--- config.mk ---
export PLATFORM = sky130hd
export DESIGN_NAME = sbfh_prep
export DESIGN_NICKNAME = d
export VERILOG_FILES = /design/src/rtl/sbfh_pkg.sv /design/src/rtl/sbfh_prep.sv
export SDC_FILE = /design/constraint.sdc
export NUM_CORES = 1
export LEC_CHECK = 0
export ABC_AREA = 1
export BUFFER_PORTS_ARGS = -buffer_cell sky130_fd_sc_hd__buf_2
export CAP_MARGIN = 20
export CORE_AREA = 2 2 409 411
export DETAILED_ROUTE_END_ITERATION = 10
export DIE_AREA = 0 0 411 413
export GPL_TIMING_DRIVEN = 0
export SYNTH_ARGS = -nofsm -noshare
export SYNTH_HDL_FRONTEND = slang
export SYNTH_SLANG_ARGS = --single-unit
--- constraint.sdc ---
create_clock -name clock -period 12.4 [get_ports clock]
set_input_delay 2.48 -clock clock [delete_from_list [all_inputs] [get_ports clock]]
set_output_delay 2.48 -clock clock [all_outputs]
set_load 0.02 [all_outputs]
--- src/rtl/sbfh_pkg.sv ---
// Shared types and constants for the segment/box first-hit block.
`timescale 1ns / 1ps
`default_nettype none
package sbfh_pkg;

   localparam int COORD_W    = 32;
   localparam int SPAN_W     = COORD_W + 1;
   localparam int T_FRAC_BITS = 16;
   localparam int T_W        = T_FRAC_BITS + 1;
   localparam int DIV_STAGES = T_W;
   localparam int PROD_W     = SPAN_W + T_W + 1;
   localparam int SUM_W      = PROD_W + 1;
   localparam int EPS_W      = 16;
   localparam logic [EPS_W-1:0] EPS_RESET = 16'd66;
   localparam int NUM_SIDES  = 4;

   localparam logic [1:0] SIDE_MIN_X = 2'd0;
   localparam logic [1:0] SIDE_MAX_X = 2'd1;
   localparam logic [1:0] SIDE_MIN_Y = 2'd2;
   localparam logic [1:0] SIDE_MAX_Y = 2'd3;

   typedef struct packed {
      logic signed [COORD_W-1:0] seg_start_x;
      logic signed [COORD_W-1:0] seg_start_y;
      logic signed [COORD_W-1:0] seg_end_x;
      logic signed [COORD_W-1:0] seg_end_y;
      logic signed [COORD_W-1:0] box_min_x;
      logic signed [COORD_W-1:0] box_min_y;
      logic signed [COORD_W-1:0] box_max_x;
      logic signed [COORD_W-1:0] box_max_y;
   } req_type;

   typedef struct packed {
      logic           hit;
      logic [T_W-1:0] hit_t;
      logic [1:0]     normal_code;
   } rsp_type;

   // Per-side context carried alongside the divider.
   typedef struct packed {
      logic                      ok;
      logic [SPAN_W-1:0]         an;
      logic [SPAN_W-1:0]         ad;
      logic signed [COORD_W-1:0] s_ot;
      logic signed [SPAN_W-1:0]  d_ot;
      logic signed [COORD_W-1:0] lo_ot;
      logic signed [COORD_W-1:0] hi_ot;
   } side_ctx_type;

   typedef struct packed {
      logic           hit;
      logic [T_W-1:0] t;
   } cand_type;

endpackage
`default_nettype wire

--- src/rtl/sbfh_prep.sv ---
// Front stage: spans, magnitudes and range checks for the four box sides.
`timescale 1ns / 1ps
`default_nettype none
module sbfh_prep (
   input  wire logic                         clock,
   input  wire logic                         en,
   input  wire sbfh_pkg::req_type            req,
   input  wire logic [sbfh_pkg::EPS_W-1:0]   eps,
   output sbfh_pkg::side_ctx_type            ctx [sbfh_pkg::NUM_SIDES]
);

   sbfh_pkg::side_ctx_type ctx_ff [sbfh_pkg::NUM_SIDES];
   sbfh_pkg::side_ctx_type ctx_in [sbfh_pkg::NUM_SIDES];

   for (genvar i = 0; i < sbfh_pkg::NUM_SIDES; i++) begin : g_side
      localparam int AX = i >> 1;
      localparam int HI = i & 1;
      logic signed [sbfh_pkg::COORD_W-1:0] s, e, lo, hi, bnd, s_o, e_o, lo_o, hi_o;
      logic signed [sbfh_pkg::SPAN_W-1:0]  d, n;
      logic [sbfh_pkg::SPAN_W-1:0]         ad, an;
      logic                                wrong_dir;

      assign s    = (AX == 0) ? req.seg_start_x : req.seg_start_y;
      assign e    = (AX == 0) ? req.seg_end_x   : req.seg_end_y;
      assign lo   = (AX == 0) ? req.box_min_x   : req.box_min_y;
      assign hi   = (AX == 0) ? req.box_max_x   : req.box_max_y;
      assign s_o  = (AX == 0) ? req.seg_start_y : req.seg_start_x;
      assign e_o  = (AX == 0) ? req.seg_end_y   : req.seg_end_x;
      assign lo_o = (AX == 0) ? req.box_min_y   : req.box_min_x;
      assign hi_o = (AX == 0) ? req.box_max_y   : req.box_max_x;
      assign bnd  = (HI == 1) ? hi : lo;

      assign d  = sbfh_pkg::SPAN_W'(e) - sbfh_pkg::SPAN_W'(s);
      assign n  = sbfh_pkg::SPAN_W'(bnd) - sbfh_pkg::SPAN_W'(s);
      assign ad = d[sbfh_pkg::SPAN_W-1] ? sbfh_pkg::SPAN_W'(-d) : sbfh_pkg::SPAN_W'(d);
      assign an = n[sbfh_pkg::SPAN_W-1] ? sbfh_pkg::SPAN_W'(-n) : sbfh_pkg::SPAN_W'(n);
      assign wrong_dir = (n != '0) && (n[sbfh_pkg::SPAN_W-1] != d[sbfh_pkg::SPAN_W-1]);

      always_comb begin
         ctx_in[i].ok    = (ad > sbfh_pkg::SPAN_W'(eps)) && !wrong_dir && (an <= ad)
                           && (lo <= hi);
         ctx_in[i].an    = an;
         ctx_in[i].ad    = ad;
         ctx_in[i].s_ot  = s_o;
         ctx_in[i].d_ot  = sbfh_pkg::SPAN_W'(e_o) - sbfh_pkg::SPAN_W'(s_o);
         ctx_in[i].lo_ot = lo_o;
         ctx_in[i].hi_ot = hi_o;
      end

      always_ff @(posedge clock) begin
         if (en) begin
            ctx_ff[i] <= ctx_in[i];
         end
      end

      assign ctx[i] = ctx_ff[i];
   end

endmodule
`default_nettype wire

======== Word-level counts from Yosys, hierarchy flattened ========
Memory sizes are Yosys's and may differ from the RTL's.
Cells that the tools add are included.
cells by class
  $add $sub $neg .......................... 12
  magnitude comparators ................... 8
  equality and inequality tests ........... 4
  muxes and demuxes ....................... 8
  reduce and logical (&&, ||, !) cells .... 24
operator list
  cell                                             count
  33-bit 2-to-1 mux                                6
  33-bit negator                                   6
  32-bit by 32-bit subtractor with 33-bit output   6
  33-bit <= comparator                             4
  33-bit nonzero test                              4
  33-bit by 16-bit > comparator with 1-bit output  2
  32-bit <= comparator                             2
  1-bit logical AND                                16
  1-bit zero test                                  4
  1-bit != test                                    4
  1-bit 2-to-1 mux                                 2
storage, ports and cells
  flip-flop bits (word level) ............. 0
  bits in writable memories ............... 784
  bits of input ports ..................... 274
  output and inout port bits .............. 784
  word-level logic and storage cells ...... 57
  memories kept ........................... 1
memories
  name    words  bits a word  rd ports  clocked after memory_dff  wr ports  line             RTL
  ctx_ff  4      196          4         0                         4         sbfh_prep.sv:12  sbfh_pkg::side_ctx_type ctx_ff [sbfh_pkg::NUM_SIDES];

======== Longest topological paths before layout ========
  depth after elaboration ................. 7
  mapped depth ............................ 38
  depth with buffers taken out ............ 37

======== Least setup slack after synthesis ========
OpenSTA, ideal clock, no wires.
  kind .................................... input port to flip-flop
  start point ............................. in req[160] (netlist bit)
  end point ............................... mem ctx_ff[1][195] (netlist bit), data pin
  setup time .............................. 254 ps
  data arrival time ....................... 6,439 ps
  data required time ...................... 12,146 ps
  path slack .............................. 5,707 ps
  stages .................................. 37
  path buffers ............................ 3
  cells stage by stage .................... inv_1 > ha_1 > fa_1 > inv_1 > nand3_1 > nand2_1 > nand2_1 > nand2_2 > nand2_1 > nand2_1 > nand4_1 > nand3_1 > nand2_2 > inv_2 > buf_4 > buf_2 > buf_2 > nand2_1 > xor2_1 > inv_1 > ha_1 > a21oi_1 > nor2_1 > o21ai_0 > nand4_1 > nand2_1 > a21oi_1 > o21ai_0 > a21oi_1 > nor2_1 > nand2_1 > nor2_1 > nand2_1 > nor2_1 > nand3_1 > nand3_1 > nor2_1
RTL lines
  element             line             RTL
  start: declaration  sbfh_prep.sv:7   input wire sbfh_pkg::req_type req,
  end: declaration    sbfh_prep.sv:12

==> results.txt <==
max FFs per register - 458
Crit-path slowest cell - xor2_1
H-tree depth - 2
unrepaired setup endpoints after global routing - false
Mapped Nets - 6,297
largest net degree at the start of global routing - 120
Crit path required time - 12.84 ns
area of the multi-input gates - 21,600 um^2
Starting Density - 0.250
CP arrival - 9.42 ns
row count - 150
cts hold-fix bufs - 0
CP dominant cell by count - nand2_1
worst-margin pin slew - 1.28 ns
Post-CTS Resized - 0
CTS tree - done
Cell Count, Final, Fillers Out - 8,985
critical path type - in2reg
global-route track usage on met2 - 0.335
CP Capture Type - register
Final period util - 0.725
met3 GRT Util - 0.0426
All-Layer GR Usage - 0.222
slack of the critical path - 3.41 ns
flops & latches, synth - 458
met1 usage - 0.322
min cycle time layout - 8.99 ns
Reg area - 13,800 um^2
crit start category - input port
Syn Inst Count - 5,601
Ys Warns - 0
die height - 413 um
Max Fanout on Critical Path - 10
Detailed Route WL - 198,000 um
die area - 170,000 um^2
routed len/inst - 22.0 um
Setup TNS - 0 ns
number of global-route vias before repair - 38,868
placed inst area - 49,700 um^2
clk slew on worst S/H paths - 0.06 ns
slew margin rel. - 0.140
drt first pass iters - 6
core area - 166,000 um^2
share of layout cells above drive strength 1 - 0.235
die span in x - 411 um
GPL Wtd Cong - 0.961
Final HPWL DP - 173,000 um
antenna violations before repair - 38
Max-cap violations - 0
post-layout instance area - 51,700 um^2
Layout area overhead - 24.5%
antenna-violating nets left - 0
port bufs - 1,057
Placed Cells incl. Taps - 8,872
CP max stage delay - 0.84 ns
DR iter-0 viols - 4,239
vias post-DR - 42,696
status - complete, no violations
post-synthesis area per instance - 7.41 um^2
PwrDens - 153 nW/um^2
# DRC - 0
largest register by flop count - ctx_ff
Congestion Overflow GR - 0
register area share after synthesis - 0.332
CTS root buffer - clkbuf_16
P_leak - 26.8 nW
Cell variety after synth - 56
setup violators final - 0
CTS Sinks - 458
Hold Crit Class - in2reg
Hold Vio Cnt, Final - 0
VDD IR max - 123 uV
post-CTS setup buffers - 0
Max Clk Rate - 111 MHz
global-route wire length before repair - 271,000 um
Cell Area, Synth - 41,500 um^2
Top Registers - ctx_ff: 458 flops
number of max-slew violations in the final report - 0
CTS max path bufs - 3
boundary pin count - 1,058
filler instances - 17,999
TritonCTS buffer count - 56
pre-CTS setup slack - 3.16 ns
busiest grt layer - met2
Net count, final - 7,422
routed vias/inst - 4.75
power by group:
group | internal (mW) | leakage [nW] | switching, mW
combinational | 1.19 | 21.4 | 2.75
sequential | 2.03 | 4.48 | 0.167
clock | 1.00 | 0.920 | 0.762
total | 4.22 | 26.8 | 3.67
cell usage after synthesis (all sizes together):
| master | n | area share |
|---|---|---|
| nand2 | 1524 | 0.14 |
| inv | 950 | 0.086 |
| nor2 | 510 | 0.047 |
| edfxtp | 458 | 0.33 |
| ha | 416 | 0.13 |
| buf | 338 | 0.060 |
| nand3 | 322 | 0.040 |
| a21oi | 293 | 0.036 |
| xor2 | 166 | 0.036 |
| nand4 | 153 | 0.023 |
| o21ai | 118 | 0.015 |
| nor3 | 96 | 0.012 |
| xnor2 | 44 | 0.0097 |
| nand3b | 28 | 0.0051 |
| nor4 | 25 | 0.0038 |
| o21bai | 25 | 0.0045 |
| a21o | 23 | 0.0042 |
| o21a | 16 | 0.0029 |
| and2 | 12 | 0.0018 |
| clkbuf | 11 | 0.0010 |
| a21boi | 10 | 0.0018 |
| o211ai | 10 | 0.0018 |
| a211oi | 9 | 0.0016 |
| o221ai | 8 | 0.0017 |
| fa | 6 | 0.0029 |
| o2111ai | 5 | 0.0011 |
| o31ai | 5 | 0.0010 |
| a31oi | 3 | 0.00045 |
| and3 | 3 | 0.00045 |
| or2 | 3 | 0.00045 |
| a2111oi | 2 | 0.00042 |
| a221oi | 2 | 0.00042 |
| clkinv | 2 | 0.00018 |
| nor3b | 2 | 0.00036 |
| a311oi | 1 | 0.00021 |
| nor4b | 1 | 0.00021 |
| o221a | 1 | 0.00027 |
worst max-delay path, delay by kind of cell:
kind / cells / cell delay (ns)
compound gates: 1 / 0.33
fa+ha+maj: 3 / 1.24
simple gates: 26 / 3.01
buf+inv: 6 / 1.49
xor+xnor: 1 / 0.84
path summary, 6_finish.rpt:
path | cells past startpoint | start | end | slack (ns)
setup / recovery | 37 | req[192] | ctx_ff[3][195]$_DFFE_PP_ | 3.41
hold / removal | 1 | req[213] | ctx_ff[0][118]$_DFFE_PP_ | 1.99
cells by family (layout without fill, tap and decap cells):
group,after synthesis,count (layout),synth area share
AOI/OAI and AO/OA,531,531,0.0724
xor gates and xnor gates,210,210,0.0460
adders and majority gates,422,422,0.128
buffers and inverters,1301,2472,0.148
DFF,458,458,0.332
other,0,9,0
and+or+nand+nor,2679,2679,0.274
cell type report:
class                      instances  area share
multi-input combinational       3842       0.418
timing repair buffer            1067       0.106
clock buffer                      65      0.0282
clock inverter                    39     0.00886
antenna                            9    0.000436
inverter                         952      0.0692
sequential                       458       0.266
tap                             2204      0.0534
buffer                           349      0.0493
cells in the final DEF, fill, tap and decap left out, types with 7 or more instances in the layout:
cell	n
nand2_1	1500
buf_2	1067
inv_1	932
nor2_1	491
edfxtp_1	458
ha_1	416
buf_4	329
nand3_1	316
a21oi_1	291
xor2_1	158
nand4_1	152
o21ai_0	110
nor3_1	91
clkbuf_16	57
xnor2_1	42
nand3b_1	28
nor4_1	25
o21bai_1	25
a21o_1	23
nand2_2	22
clkbuf_1	19
inv_2	18
nor2_2	18
o21a_1	15
and2_1	12
o211ai_1	10
diode_2	9
a211oi_1	9
xor2_2	8
o221ai_1	8
inv_6	8
clkinvlp_4	7
bufinv_16	7
clkinv_2	7
stage by stage:
step / hold WS (ns) / utilization / power (mW)
floorplan: 2.58 / - / 4.51
CTS: 1.93 / 0.311 / 7.90
global route: 1.94 / 0.311 / 8.35
detailed placement: 2.67 / 0.300 / 6.09
global placement: 2.67 / 0.299 / 6.06
finish: 1.99 / 0.311 / 7.90
per-layer routing:
layer  part of all wire  wire, um
met1               0.46     91800
met2               0.43     84200
met3              0.086     17000
met4              0.026      5080
met5           0.000066        13
(Power assumes the default switching activity.)
