## src/rtl/sbfh_pkg.sv

```systemverilog
// Shared types and constants for the segment/box first-hit block.
`timescale 1ns / 1ps
`default_nettype none
package sbfh_pkg;

   localparam int COORD_W    = 32;
   localparam int SPAN_W     = COORD_W + 1;
   localparam int T_FRAC_BITS = 16;
   localparam int T_W        = T_FRAC_BITS + 1;
   localparam int DIV_STAGES = T_W;
   localparam int PROD_W     = SPAN_W + T_W + 1;
   localparam int SUM_W      = PROD_W + 1;
   localparam int EPS_W      = 16;
   localparam logic [EPS_W-1:0] EPS_RESET = 16'd66;
   localparam int NUM_SIDES  = 4;

   localparam logic [1:0] SIDE_MIN_X = 2'd0;
   localparam logic [1:0] SIDE_MAX_X = 2'd1;
   localparam logic [1:0] SIDE_MIN_Y = 2'd2;
   localparam logic [1:0] SIDE_MAX_Y = 2'd3;

   typedef struct packed {
      logic signed [COORD_W-1:0] seg_start_x;
      logic signed [COORD_W-1:0] seg_start_y;
      logic signed [COORD_W-1:0] seg_end_x;
      logic signed [COORD_W-1:0] seg_end_y;
      logic signed [COORD_W-1:0] box_min_x;
      logic signed [COORD_W-1:0] box_min_y;
      logic signed [COORD_W-1:0] box_max_x;
      logic signed [COORD_W-1:0] box_max_y;
   } req_type;

   typedef struct packed {
      logic           hit;
      logic [T_W-1:0] hit_t;
      logic [1:0]     normal_code;
   } rsp_type;

   // Per-side context carried alongside the divider.
   typedef struct packed {
      logic                      ok;
      logic [SPAN_W-1:0]         an;
      logic [SPAN_W-1:0]         ad;
      logic signed [COORD_W-1:0] s_ot;
      logic signed [SPAN_W-1:0]  d_ot;
      logic signed [COORD_W-1:0] lo_ot;
      logic signed [COORD_W-1:0] hi_ot;
   } side_ctx_type;

   typedef struct packed {
      logic           hit;
      logic [T_W-1:0] t;
   } cand_type;

endpackage
`default_nettype wire

```

## src/rtl/sbfh_select.sv

```systemverilog
// Two-level registered tree picking the earliest candidate, lower side on ties.
`timescale 1ns / 1ps
`default_nettype none
module sbfh_select (
   input  wire logic               clock,
   input  wire logic               en,
   input  wire sbfh_pkg::cand_type cand [sbfh_pkg::NUM_SIDES],
   output sbfh_pkg::rsp_type       rsp
);

   sbfh_pkg::rsp_type pair_ff [2];
   sbfh_pkg::rsp_type pair_in [2];
   sbfh_pkg::rsp_type rsp_ff, rsp_in;

   for (genvar j = 0; j < 2; j++) begin : g_pair
      always_comb begin
         if (cand[2*j].hit && (!cand[2*j+1].hit || cand[2*j].t <= cand[2*j+1].t)) begin
            pair_in[j].hit         = 1'b1;
            pair_in[j].hit_t       = cand[2*j].t;
            pair_in[j].normal_code = (j == 0) ? sbfh_pkg::SIDE_MIN_X : sbfh_pkg::SIDE_MIN_Y;
         end else if (cand[2*j+1].hit) begin
            pair_in[j].hit         = 1'b1;
            pair_in[j].hit_t       = cand[2*j+1].t;
            pair_in[j].normal_code = (j == 0) ? sbfh_pkg::SIDE_MAX_X : sbfh_pkg::SIDE_MAX_Y;
         end else begin
            pair_in[j] = '0;
         end
      end

      always_ff @(posedge clock) begin
         if (en) begin
            pair_ff[j] <= pair_in[j];
         end
      end
   end

   always_comb begin
      if (pair_ff[0].hit && (!pair_ff[1].hit || pair_ff[0].hit_t <= pair_ff[1].hit_t)) begin
         rsp_in = pair_ff[0];
      end else begin
         rsp_in = pair_ff[1];
      end
   end

   always_ff @(posedge clock) begin
      if (en) begin
         rsp_ff <= rsp_in;
      end
   end

   assign rsp = rsp_ff;

endmodule
`default_nettype wire

```

## config.mk

```make
export PLATFORM = sky130hd
export DESIGN_NAME = sbfh_select
export DESIGN_NICKNAME = d
export VERILOG_FILES = /design/src/rtl/sbfh_pkg.sv /design/src/rtl/sbfh_select.sv
export SDC_FILE = /design/constraint.sdc
export NUM_CORES = 1
export LEC_CHECK = 0
export ABC_AREA = 1
export BUFFER_PORTS_ARGS = -buffer_cell sky130_fd_sc_hd__buf_4
export CAP_MARGIN = 20
export CORE_UTILIZATION = 60
export CTS_CLUSTER_DIAMETER = 30
export DETAILED_ROUTE_END_ITERATION = 7
export GPL_TIMING_DRIVEN = 0
export MAX_ROUTING_LAYER = met4
export PLACE_DENSITY = 0.86
export SETUP_SLACK_MARGIN = 0.02
export SLEW_MARGIN = 15
export SYNTH_ARGS = -nofsm -noshare
export SYNTH_HDL_FRONTEND = slang
export SYNTH_SLANG_ARGS = --single-unit
```

## constraint.sdc

```tcl
create_clock -name clock -period 4.6 [get_ports clock]
set_input_delay 0.23 -clock clock [delete_from_list [all_inputs] [get_ports clock]]
set_output_delay 0.23 -clock clock [all_outputs]
set_load 0.05 [all_outputs]
```

# Word level (Yosys, flattened, before mapping)
# Memories as Yosys holds them, arrays and structs flattened.
# Cells that the tools add are included.
# word_totals
out_inout_bits	20
memories	1
elab_cells	23
rom_bits	0
ff_bits	20
latchBits	0
ram_bits	40
# classes
div_mod_pow	0
eq_ne	0
n_addsub	0
muxes	7
multipliers	0
reduce_logical	9
n_shift	0
order_cmp	3
bitwise	0
# mem_list
name	words	word_bits	read_ports	rd_ports_with_merged_regs	write_ports	line	rtl
pair_ff	2	20	2	0	2	sbfh_select.sv:11	sbfh_pkg::rsp_type pair_ff [2];
# op_table
operator	count
$mux 20	5
$le 17x17->1	3
$logic_and 1x1->1	3
$logic_not 1->1	3
$logic_or 1x1->1	3
$mux 1	2

# Logic depth before layout (Yosys ltp)
# Gate-level depths: netlist of run 1.
# depth
word_depth	4
ltp_mapped	15
depth_no_buf	14

# Worst setup path after synthesis of run 1
# No wires, ideal clock.
# synth_path
path_kind	register to register
from	memory pair_ff[0][18] (netlist name)
to	register rsp_ff (netlist bit rsp[10]) (data pin)
setup_slack_ns	2.766
stages_incl_launch_ff	13
period_less_slack_ns	1.834
t_required_ns	4.348
path_buffers	2
arrival_ns	1.582
setup_ns	0.252
path_cell_list	edfxtp_1 > ha_1 > nand2_2 > nor2_4 > nand3_2 > nor2_1 > nor2_1 > nand2_2 > nand2_4 > buf_12 > buf_12 > nand3_2 > nand2_1
# synth_lines
item	line	rtl
from (decl)	sbfh_select.sv:11	
to (signal assigned)	sbfh_select.sv:47	rsp_ff <= rsp_in;
to (decl)	sbfh_select.sv:13	sbfh_pkg::rsp_type rsp_ff, rsp_in;

==> summary.md, run 1 <==
| Metric | Value |
|---|---|
| DP HPWL | 7.64 mm |
| DR WL/cell | 12.2 microns |
| Final setup fails | 0 |
| Max-cap viol count | 0 |
| CTS tree | done |
| Crit-path max FO | 10 |
| Final Wtd Congestion | 0.841 |
| Min-delay worst type | primary input to flop |
| Initial Utilization | 62.0% |
| M1 WL | 3.78 mm |
| Sink Count | 58 |
| Pins Over Slew Limit | 0 |
| Num rows | 31 |
| Port Buffers | 89 |
| Status | complete, no violations |
| H-Tree Depth | 3 |
| Post-Place Setup Slack | 2510 ps |
| Drt initial violations | 184 |
| Share of layout cells above drive strength 1 | 21.8% |
| Total core area | 7210 sq um |
| Fmax | 479 MHz |
| Yosys warnings | 0 |
| Hold Vio Cnt, Final | 0 |
| Worst EP required | 4680 ps |
| Critical-path cell list | ha_1 > nand2_2 > nor2_4 > nand4_1 > nor2_1 > nor2_1 > nand2_2 > nand2_4 > buf_12 > buf_12 > nand3_2 > nand2_1 |
| Fin cells | 772 |
| Area grow syn2layout | 21.0% |
| TritonCTS Buffers | 9 |
| Vias in the first global route | 3679 |
| Filler cells | 546 |
| DP Cell Count | 757 |
| Final setup margin | 2510 ps |
| Number of gates resized after cts | 0 |
| GRT overflow | 0 |
| Met3 wire len | 422 microns |
| Top sig layer | met4 |
| Post-synth top cells | nand2_1, inv_1, edfxtp_1 |
| Met2 WL | 5.10 mm |
| Crit. End Element | flop |
| Syn Area/Cell | 7.86 sq um |
| Worst-path clk slew | 60 ps |
| Setup repair bufs after CTS | 0 |
| Number of flops mapped to enable cells by yosys | 58 |
| Root Driver | clkbuf_8 |
| Util after Layout | 75.0% |
| Post-route clock period utilization | 45.4% |
| Sequential cell area fraction in the yosys report | 38.9% |
| Seq cells post-synth | 58 |
| Boundary pin count | 94 |
| Critical Path Slowest Stage Cell | edfxtp_1 |
| Synth top area cells | edfxtp_1, nand2_1, ha_1 |
| Slew @ Worst Pin | 702 ps |
| Total Power | 0.00155 W |
| Clock Skew | 5.18 ps |
| Setup_tns | 0 ps |
| Die Ht | 88.3 microns |
| Largest net degree at the start of global routing | 59 |
| WP buf/inv | 2 |
| First-pass GRT wire length | 15.4 mm |
| Post-synth cell types | 27 |
| Number of remaining DRC errors | 0 |
| Async SR Flop Fraction | 0% |
| Maximum single-stage delay on the critical path | 420 ps |
| Critical Path Source Type | flop |
| Die area | 7800 sq um |
| Gate Count Post-Synth | 569 |
| Critical path class | flop to flop |
| Synthesized area | 4470 sq um |
| Cell taking the most area after synthesis | edfxtp_1 |
| Diodes inserted | 0 |
| Worst skew pair latency | 340 ps |
| RSZ-0062 raised after global routing | false |
| Via-per-instance ratio | 5.02 |
| CTS hold repair buffers | 0 |
| All-layer global routing usage | 26.9% |
| Initial antenna violation count | 0 |
| Leakage power | 3.10 nW |
| Crit path max-delay family | simple AND/OR/NAND/NOR gates |
| Synth Flop Type | edfxtp_1 |
| Drt pass-1 iters | 5 |
| WL final | 9.46 mm |
| Syn nets | 694 |
| Final min period | 2090 ps |
| Critical path arrival | 2170 ps |
| Chip width | 88.3 microns |
| Vias | 3876 |
| Max_slew headroom | 53.2% |
| Share of the synthesized area in the top cell type | 38.9% |
| Pwr per Cell Area | 287 nW/um^2 |
| Peak supply drop | 0.209 mV |
| Antenna Nets Post-Route | 0 |
| CTS Buffer Depth | 2 |
| Most common cell in the netlist | nand2_1 |
| Nets | 794 |
==> report_power, final <==
part / internal, W / leakage [nW] / switching, W
clock: 0.000182 / 0.0788 / 0.000181
sequential: 0.000657 / 0.566 / 0.0000301
combinational: 0.000193 / 2.45 / 0.000310
total: 0.00103 / 3.10 / 0.000522
==> through the flow <==
stage               cell area, sq um  hold WS [ps]
floorplan                       4470           342
global placement                5260           531
detailed placement              5260           537
CTS                             5410           197
global route                    5410           200
finish                          5410           209
==> placed cells by master (no fill, tap or decap) <==
cell type  count
buf_2          4
ha_1          51
nand3_1       47
nand2_1      205
buf_6          2
nand3_2       11
nand2_4        6
buf_8          1
or2_2          1
a21oi_2        1
nand4_1        3
inv_1        109
buf_1          5
a21o_1         5
clkinv_2       2
nand2_2        7
a21oi_1       13
nor2_4         3
a21o_2         1
nor3_2         1
clkinv_1       4
inv_2          3
buf_4         89
nor2_2         2
nor2_1        24
a21oi_4        1
edfxtp_1      58
clkbuf_1       2
buf_12         2
clkbuf_8      10
==> state kept, by name, indices dropped and copies added, names as in the netlist <==
name     cells
rsp         20
pair_ff     38
==> logic make-up after synthesis <==
kind of cell             count (synthesis)  share of synthesized area (%)
AO/OA/AOI/OAI                           21                           3.05
adder cells (fa/ha/maj)                 51                           14.3
buffers and inverters                  129                           12.5
flip-flops                              58                           38.9
AND/OR/NAND/NOR                        310                           31.3
==> final cells by class <==
type | count | area (sq um) | share of cell area (%)
Clock inverter | 6 | 25.0 | 0.462
Clock buffer | 9 | 124 | 2.29
Tap cell | 99 | 124 | 2.29
Inverter | 112 | 420 | 7.77
Timing Repair Buffer | 89 | 668 | 12.3
Sequential cell | 58 | 1740 | 32.2
Buffer | 17 | 138 | 2.54
Multi-Input combinational cell | 382 | 2170 | 40.1
==> worst min-delay path, cell delays in order <==
cell and delay [ps]:
buf_4 90, nand3_1 60, nand2_1 60
==> layer usage <==
layer,track usage [%],vias up
met5,-,-
met4,6.60,0
met3,6.34,18
met2,49.5,101
met1,29.1,1774
li1,-,1983
==> worst paths after layout <==
path | start | endpoint | slack, ps | cells after the start
worst max register to register | pair_ff[0][10]$_DFFE_PP_ | rsp[10]$_DFFE_PP_ | 2510 | 12
worst min register to register | pair_ff[0][32]$_DFFE_PP_ | rsp[12]$_DFFE_PP_ | 550 | 2
worst max-delay path | pair_ff[0][10]$_DFFE_PP_ | rsp[10]$_DFFE_PP_ | 2510 | 12
worst min-delay path | cand[18] | pair_ff[0][22]$_DFFE_PP_ | 210 | 3
(Power assumes the default switching activity.)
==> run 2: changes to the inputs <==
- CORE_UTILIZATION: 60 -> 50
- PLACE_DENSITY: 0.86 -> 0.77
- clock period: 4.6 -> 1.9 ns (I/O delays scaled with it)
==> summary.md, run 2 (synthesized netlist as in run 1, its figures left out) <==
| Metric | Value |
|---|---|
| GRT overflow | 0 (unchanged) |
| Die Ht | 96.6 microns (was 88.3 microns) |
| H-Tree Depth | 3 (unchanged) |
| DR WL/cell | 12.8 microns (was 12.2 microns) |
| Chip width | 96.6 microns (was 88.3 microns) |
| Worst EP required | 1980 ps (was 4680 ps) |
| Max reg flops | 38 (unchanged) |
| Critical path class | flop to flop (unchanged) |
| Final setup fails | 19 (was 0) |
| Drt pass-1 iters | 5 (unchanged) |
| Initial antenna violation count | 0 (unchanged) |
| Slew @ Worst Pin | 716 ps (was 702 ps) |
| CTS Buffer Depth | 2 (unchanged) |
| RSZ-0062 raised after global routing | true (was false) |
| Critical Path Source Type | flop (unchanged) |
| Largest net degree at the start of global routing | 59 (unchanged) |
| Antenna Nets Post-Route | 0 (unchanged) |
| Share of layout cells above drive strength 1 | 27.4% (was 21.8%) |
| Boundary pin count | 94 (unchanged) |
| Fmax | 483 MHz (was 479 MHz) |
| Root Driver | clkbuf_8 (unchanged) |
| Min-delay worst type | primary input to flop (unchanged) |
| TritonCTS Buffers | 9 (unchanged) |
| Peak supply drop | 0.436 mV (was 0.209 mV) |
| Total core area | 8680 sq um (was 7210 sq um) |
| Vias in the first global route | 3518 (was 3679) |
| Sink Count | 58 (unchanged) |
| Leakage power | 3.24 nW (was 3.10 nW) |
| CTS tree | done (unchanged) |
| Pins Over Slew Limit | 0 (unchanged) |
| DP HPWL | 7.51 mm (was 7.64 mm) |
| Num rows | 34 (was 31) |
| Final Wtd Congestion | 0.836 (was 0.841) |
| Worst skew pair latency | 330 ps (was 340 ps) |
| Number of remaining DRC errors | 0 (unchanged) |
| Post-route clock period utilization | 109% (was 45.4%) |
| Crit-path max FO | 6 (was 10) |
| Die area | 9330 sq um (was 7800 sq um) |
| Clock Skew | 6.99 ps (was 5.18 ps) |
| Maximum single-stage delay on the critical path | 450 ps (was 420 ps) |
| Most common cell after layout, fill and taps aside | nand2_1 (unchanged) |
| Filler cells | 732 (was 546) |
| Crit. End Element | flop (unchanged) |
| Area grow syn2layout | 30.0% (was 21.0%) |
| First-pass GRT wire length | 15.2 mm (was 15.4 mm) |
| Initial Utilization | 51.5% (was 62.0%) |
| Drt initial violations | 153 (was 184) |
| Port Buffers | 89 (unchanged) |
| Max_slew headroom | 52.3% (was 53.2%) |
| Post-route cell area | 5810 sq um (was 5410 sq um) |
| Register area | 1740 sq um (unchanged) |
| CTS hold repair buffers | 0 (unchanged) |
| Final setup margin | -169 ps (was 2510 ps) |
| Hold Vio Cnt, Final | 0 (unchanged) |
| Vias | 3937 (was 3876) |
| WL final | 10.2 mm (was 9.46 mm) |
| Failing checks | negative setup slack |
| Via-per-instance ratio | 4.92 (was 5.02) |
| Final min period | 2070 ps (was 2090 ps) |
| Diodes inserted | 0 (unchanged) |
| Status | finished with violations (was complete, no violations) |
| Critical Path Slowest Stage Cell | edfxtp_1 (unchanged) |
| All-layer global routing usage | 22.4% (was 26.9%) |
| Post-Place Setup Slack | -153 ps (was 2510 ps) |
| Pwr per Cell Area | 688 nW/um^2 (was 287 nW/um^2) |
| Most flops, register | pair_ff (unchanged) |
| Critical path arrival | 2150 ps (was 2170 ps) |
| Area of the multi-input gates | 2340 sq um (was 2170 sq um) |
| Critical-path cell list | ha_4 > nand2_4 > nor2_4 > nand4_1 > nor2_2 > nor2_2 > nand2_2 > nand2_4 > buf_12 > buf_12 > nand3_4 > nand2_2 (was ha_1 > nand2_2 > nor2_4 > nand4_1 > nor2_1 > nor2_1 > nand2_2 > nand2_4 > buf_12 > buf_12 > nand3_2 > nand2_1) |
| Max-cap viol count | 0 (unchanged) |
| Most frequent cells in the layout | nand2_1, inv_1, buf_4 (unchanged) |
| Area post-placement | 5280 sq um (was 5260 sq um) |
| Nets | 813 (was 794) |
| Worst-path clk slew | 60 ps (about the same) |
## run 2: cell count changes in the layout (fill, tap and decap cells not counted), sizes merged
cell / change
buf: +18
clkinv: -1
clkbuf: +3
## run 2: layout make-up
class                      instances  area share, %
clock inverter                     5          0.366
sequential                        58           30.0
clock buffer                      11           2.26
buffer                            17           2.43
multi-input combinational        382           40.3
tap                              108           2.33
inverter                         112           7.23
timing repair buffer             108           15.1
## run 2: final timing paths
kind	startpoint	end	slack, ps	cells after the start
worst max-delay path	pair_ff[0][7]$_DFFE_PP_	rsp[6]$_DFFE_PP_	-170	12
worst min-delay path	cand[64]	pair_ff[0][12]$_DFFE_PP_	80	3
worst max register to register	pair_ff[0][7]$_DFFE_PP_	rsp[6]$_DFFE_PP_	-170	12
worst min register to register	pair_ff[0][20]$_SDFFCE_PP0P_	rsp[0]$_DFFE_PP_	550	2
## run 2: critical path: cells and delay by family (launching register included)
kind / cells / cell delay [ps]
simple gates: 9 / 770
fa+ha+maj: 1 / 310
buf+inv: 2 / 280
flops: 1 / 450
## run 2: timing repair
| action | in CTS | in global routing |
|---|---|---|
| setup buffers | 4 | 13 |
| endpoints found under the setup margin | 18 | 19 |
| pin swaps | 9 | 29 |
| hold endpoints to repair | 0 | 0 |
| cloned | 1 | 1 |
| resized for setup | 3 | 29 |
## run 2: routing by layer
metal | track usage (%) | share of wire, %
met4 | 5.76 | 1.7
met1 | 26.0 | 41
met3 | 5.01 | 3.8
met2 | 39.1 | 53
met5 | - | 0
## run 2: where the power goes
part           switching, W  internal [W]  leakage [nW]
registers         0.0000809       0.00159         0.566
clock network      0.000431      0.000455        0.0796
logic              0.000833      0.000609          2.59
## run 2: metrics by stage
stage / std cells / setup TNS, ps / util, % / power [W] / hold slack, ps
3_3_place_gp: 766 / -970 / 60.8 / 0.00286 / 418
2_1_floorplan: 569 / 0 / - / 0.00249 / 207
3_5_place_dp: 766 / -1320 / 60.8 / 0.00290 / 419
4_1_cts: 787 / -1570 / 63.4 / 0.00384 / 70.4
6_report: 801 / -2640 / 67.0 / 0.00400 / 81.9
5_1_grt: 801 / -3910 / 67.0 / 0.00423 / 81.8
==> run 3: changes to the inputs <==
- CORE_ASPECT_RATIO: unset -> 0.9
==> summary.md, run 3 (synthesized netlist as in run 1, its figures left out) <==
| Metric | Value |
|---|---|
| Status | finished with violations (unchanged) |
| Failing checks | negative setup slack (unchanged) |
| WHS | 76.4 ps (was 81.9 ps) |
| CP startpoint | pair_ff[0][8]$_DFFE_PP_ (was pair_ff[0][7]$_DFFE_PP_) |
| Switching part of the total | 33.0% (was 33.6%) |
| Die area | 9330 sq um (about the same) |
| H-Tree Depth | 3 (unchanged) |
| Initial antenna violation count | 0 (unchanged) |
| Internal Dissipation | 0.00276 W (was 0.00265 W) |
| Number of remaining DRC errors | 0 (unchanged) |
| Critical Path Slowest Stage Cell | edfxtp_1 (unchanged) |
| Drt pass-1 iters | 5 (unchanged) |
| Worst-path clk slew | 60 ps (about the same) |
| Seq pwr share | 40.6% (was 41.8%) |
| Initial Utilization | 51.9% (was 51.5%) |
| CTS Buffer Depth | 2 (unchanged) |
| Comb pwr share | 34.6% (was 36.0%) |
| Via-per-instance ratio | 4.89 (was 4.92) |
| Largest net degree at the start of global routing | 59 (unchanged) |
| Switching power of the nets | 0.00136 W (was 0.00134 W) |
| Slew @ Worst Pin | 704 ps (was 716 ps) |
| Vias in the first global route | 3694 (was 3518) |
| RSZ-0062 raised after global routing | true (unchanged) |
| Share of layout cells above drive strength 1 | 29.0% (was 27.4%) |
| Crit. End Element | flop (unchanged) |
| Antenna Nets Post-Route | 0 (unchanged) |
| Final min period | 2050 ps (was 2070 ps) |
| Critical Path Source Type | flop (unchanged) |
| Peak supply drop | 0.566 mV (was 0.436 mV) |
| DR WL/cell | 12.4 microns (was 12.8 microns) |
| Diodes inserted | 0 (unchanged) |
| Maximum single-stage delay on the critical path | 450 ps (about the same) |
| Most flops, register | pair_ff (unchanged) |
| Area grow syn2layout | 30.6% (was 30.0%) |
| Num rows | 32 (was 34) |
| Sink Count | 58 (unchanged) |
| Worst EP required | 1990 ps (was 1980 ps) |
| Max reg flops | 38 (unchanged) |
| CP endpoint | rsp[11]$_DFFE_PP_ (was rsp[6]$_DFFE_PP_) |
| Drt initial violations | 185 (was 153) |
| Hold Vio Cnt, Final | 0 (unchanged) |
| Final setup margin | -147 ps (was -169 ps) |
| Max-cap viol count | 0 (unchanged) |
| Critical-path cell list | ha_4 > nand2_4 > nor2_4 > buf_4 > nand2_1 > nand2_1 > nand2_1 > nand2_2 > nand2_4 > buf_12 > clkbuf_16 > nand3_2 > nand2_2 (was ha_4 > nand2_4 > nor2_4 > nand4_1 > nor2_2 > nor2_2 > nand2_2 > nand2_4 > buf_12 > buf_12 > nand3_4 > nand2_2) |
| Max_slew headroom | 53.1% (was 52.3%) |
| Register area | 1740 sq um (unchanged) |
| Final setup fails | 19 (unchanged) |
| Clk pwr share | 24.8% (was 22.2%) |
| CTS tree | done (unchanged) |
| Total Power | 0.00412 W (was 0.00400 W) |
| DP HPWL | 7.49 mm (was 7.51 mm) |
| Min-delay worst type | primary input to flop (unchanged) |
| All-layer global routing usage | 23.0% (was 22.4%) |
| Vias | 3963 (was 3937) |
| Total core area | 8610 sq um (was 8680 sq um) |
| Final Wtd Congestion | 0.837 (was 0.836) |
| Boundary pin count | 94 (unchanged) |
| Crit-path max FO | 6 (unchanged) |
| Critical path arrival | 2130 ps (was 2150 ps) |
| Critical path class | flop to flop (unchanged) |
| First-pass GRT wire length | 16.2 mm (was 15.2 mm) |
| TritonCTS Buffers | 9 (unchanged) |
| Worst skew pair latency | 330 ps (about the same) |
| R2r startpoint | pair_ff[0][8]$_DFFE_PP_ (was pair_ff[0][7]$_DFFE_PP_) |
| FF-to-FF setup slack | -150 ps (was -170 ps) |
| Leakage power | 3.24 nW (about the same) |
| CTS hold repair buffers | 0 (unchanged) |
| Pwr per Cell Area | 706 nW/um^2 (was 688 nW/um^2) |
| GRT overflow | 0 (unchanged) |
| Port Buffers | 89 (unchanged) |
| Worst reg2reg endpoint | rsp[11]$_DFFE_PP_ (was rsp[6]$_DFFE_PP_) |
| Chip width | 102 microns (was 96.6 microns) |
| Nets | 813 (unchanged) |
| Post-route clock period utilization | 108% (was 109%) |
| Most common cell after layout, fill and taps aside | nand2_1 (unchanged) |
| Area of the multi-input gates | 2370 sq um (was 2340 sq um) |
| Filler cells | 674 (was 732) |
| Cells on worst reg2reg path | 13 (was 12) |
| Root Driver | clkbuf_8 (unchanged) |
| Most frequent cells in the layout | nand2_1, inv_1, buf_4 (unchanged) |
| Pins Over Slew Limit | 0 (unchanged) |
| CP dominant cell by count | nand2_1 |
| Fmax | 488 MHz (was 483 MHz) |
| WL final | 10.1 mm (was 10.2 mm) |
| Die Ht | 91.7 microns (was 96.6 microns) |
| Clock Skew | 5.23 ps (was 6.99 ps) |
[run 3: timing repair]
action / CTS / global route
pin swaps: 14 / 12
cloned: 1 / 1
setup buffers: 8 / 9
endpoints found under the hold margin: 0 / 0
resized for setup: 16 / 29
setup endpoints to repair: 18 / 19
[run 3: critical path: cells and delay by family (launching register included)]
family                     cells  cell delay (ps)
adders and majority gates      1              320
and+or+nand+nor                9              590
buffers and inverters          3              420
DFF                            1              450
[run 3: worst min path at each step]
stage               slack, ps  depth (start not counted)  startpoint                          end
finish                     80                          3    cand[62]     pair_ff[0][10]$_DFFE_PP_
global route               70                          3    cand[28]     pair_ff[0][32]$_DFFE_PP_
CTS                        70                          3    cand[67]     pair_ff[0][15]$_DFFE_PP_
detailed placement        420                          3    cand[62]     pair_ff[0][10]$_DFFE_PP_
global placement          420                          3    cand[67]     pair_ff[0][15]$_DFFE_PP_
floorplan                 210                          0          en  pair_ff[0][0]$_SDFFCE_PP0P_
[run 3: metal layers]
metal / routed length (microns) / up-vias / global-route usage [%]
li1: - / 2025 / -
met1: 4400 / 1826 / 27.7
met2: 5160 / 98 / 39.5
met3: 386 / 14 / 4.12
met4: 123 / 0 / 6.16
met5: 0 / - / -
[run 3: power by group through the flow]
stage / Clock, W / Sequential [W] / Combinational [W]
global placement: 0 / 0.00168 / 0.00117
floorplan: 0 / 0.00185 / 0.000647
CTS: 0.00104 / 0.00166 / 0.00130
finish: 0.00102 / 0.00167 / 0.00143
detailed placement: 0 / 0.00169 / 0.00121
global route: 0.00110 / 0.00168 / 0.00158
[run 3: metrics by stage]
stage | utilization (%) | setup WS [ps] | area, sq um | instances | setup TNS, ps
after floorplan | - | 65.9 | 4470 | 569 | 0
after global placement | 61.4 | -112 | 5290 | 777 | -930
after detailed placement | 61.4 | -147 | 5290 | 777 | -1240
after CTS | 65.3 | -109 | 5620 | 801 | -1510
after global routing | 67.9 | -237 | 5840 | 811 | -4130
final | 67.9 | -147 | 5840 | 811 | -2230
[run 3: cell type report]
class / instances / share of cell area, %
Tap cell: 119 / 2.55
Clock buffer: 9 / 2.12
Inverter: 112 / 7.20
Sequential cell: 58 / 29.8
Buffer: 17 / 2.36
Timing Repair Buffer: 108 / 14.6
Clock inverter: 6 / 0.835
Multi-Input combinational cell: 382 / 40.5
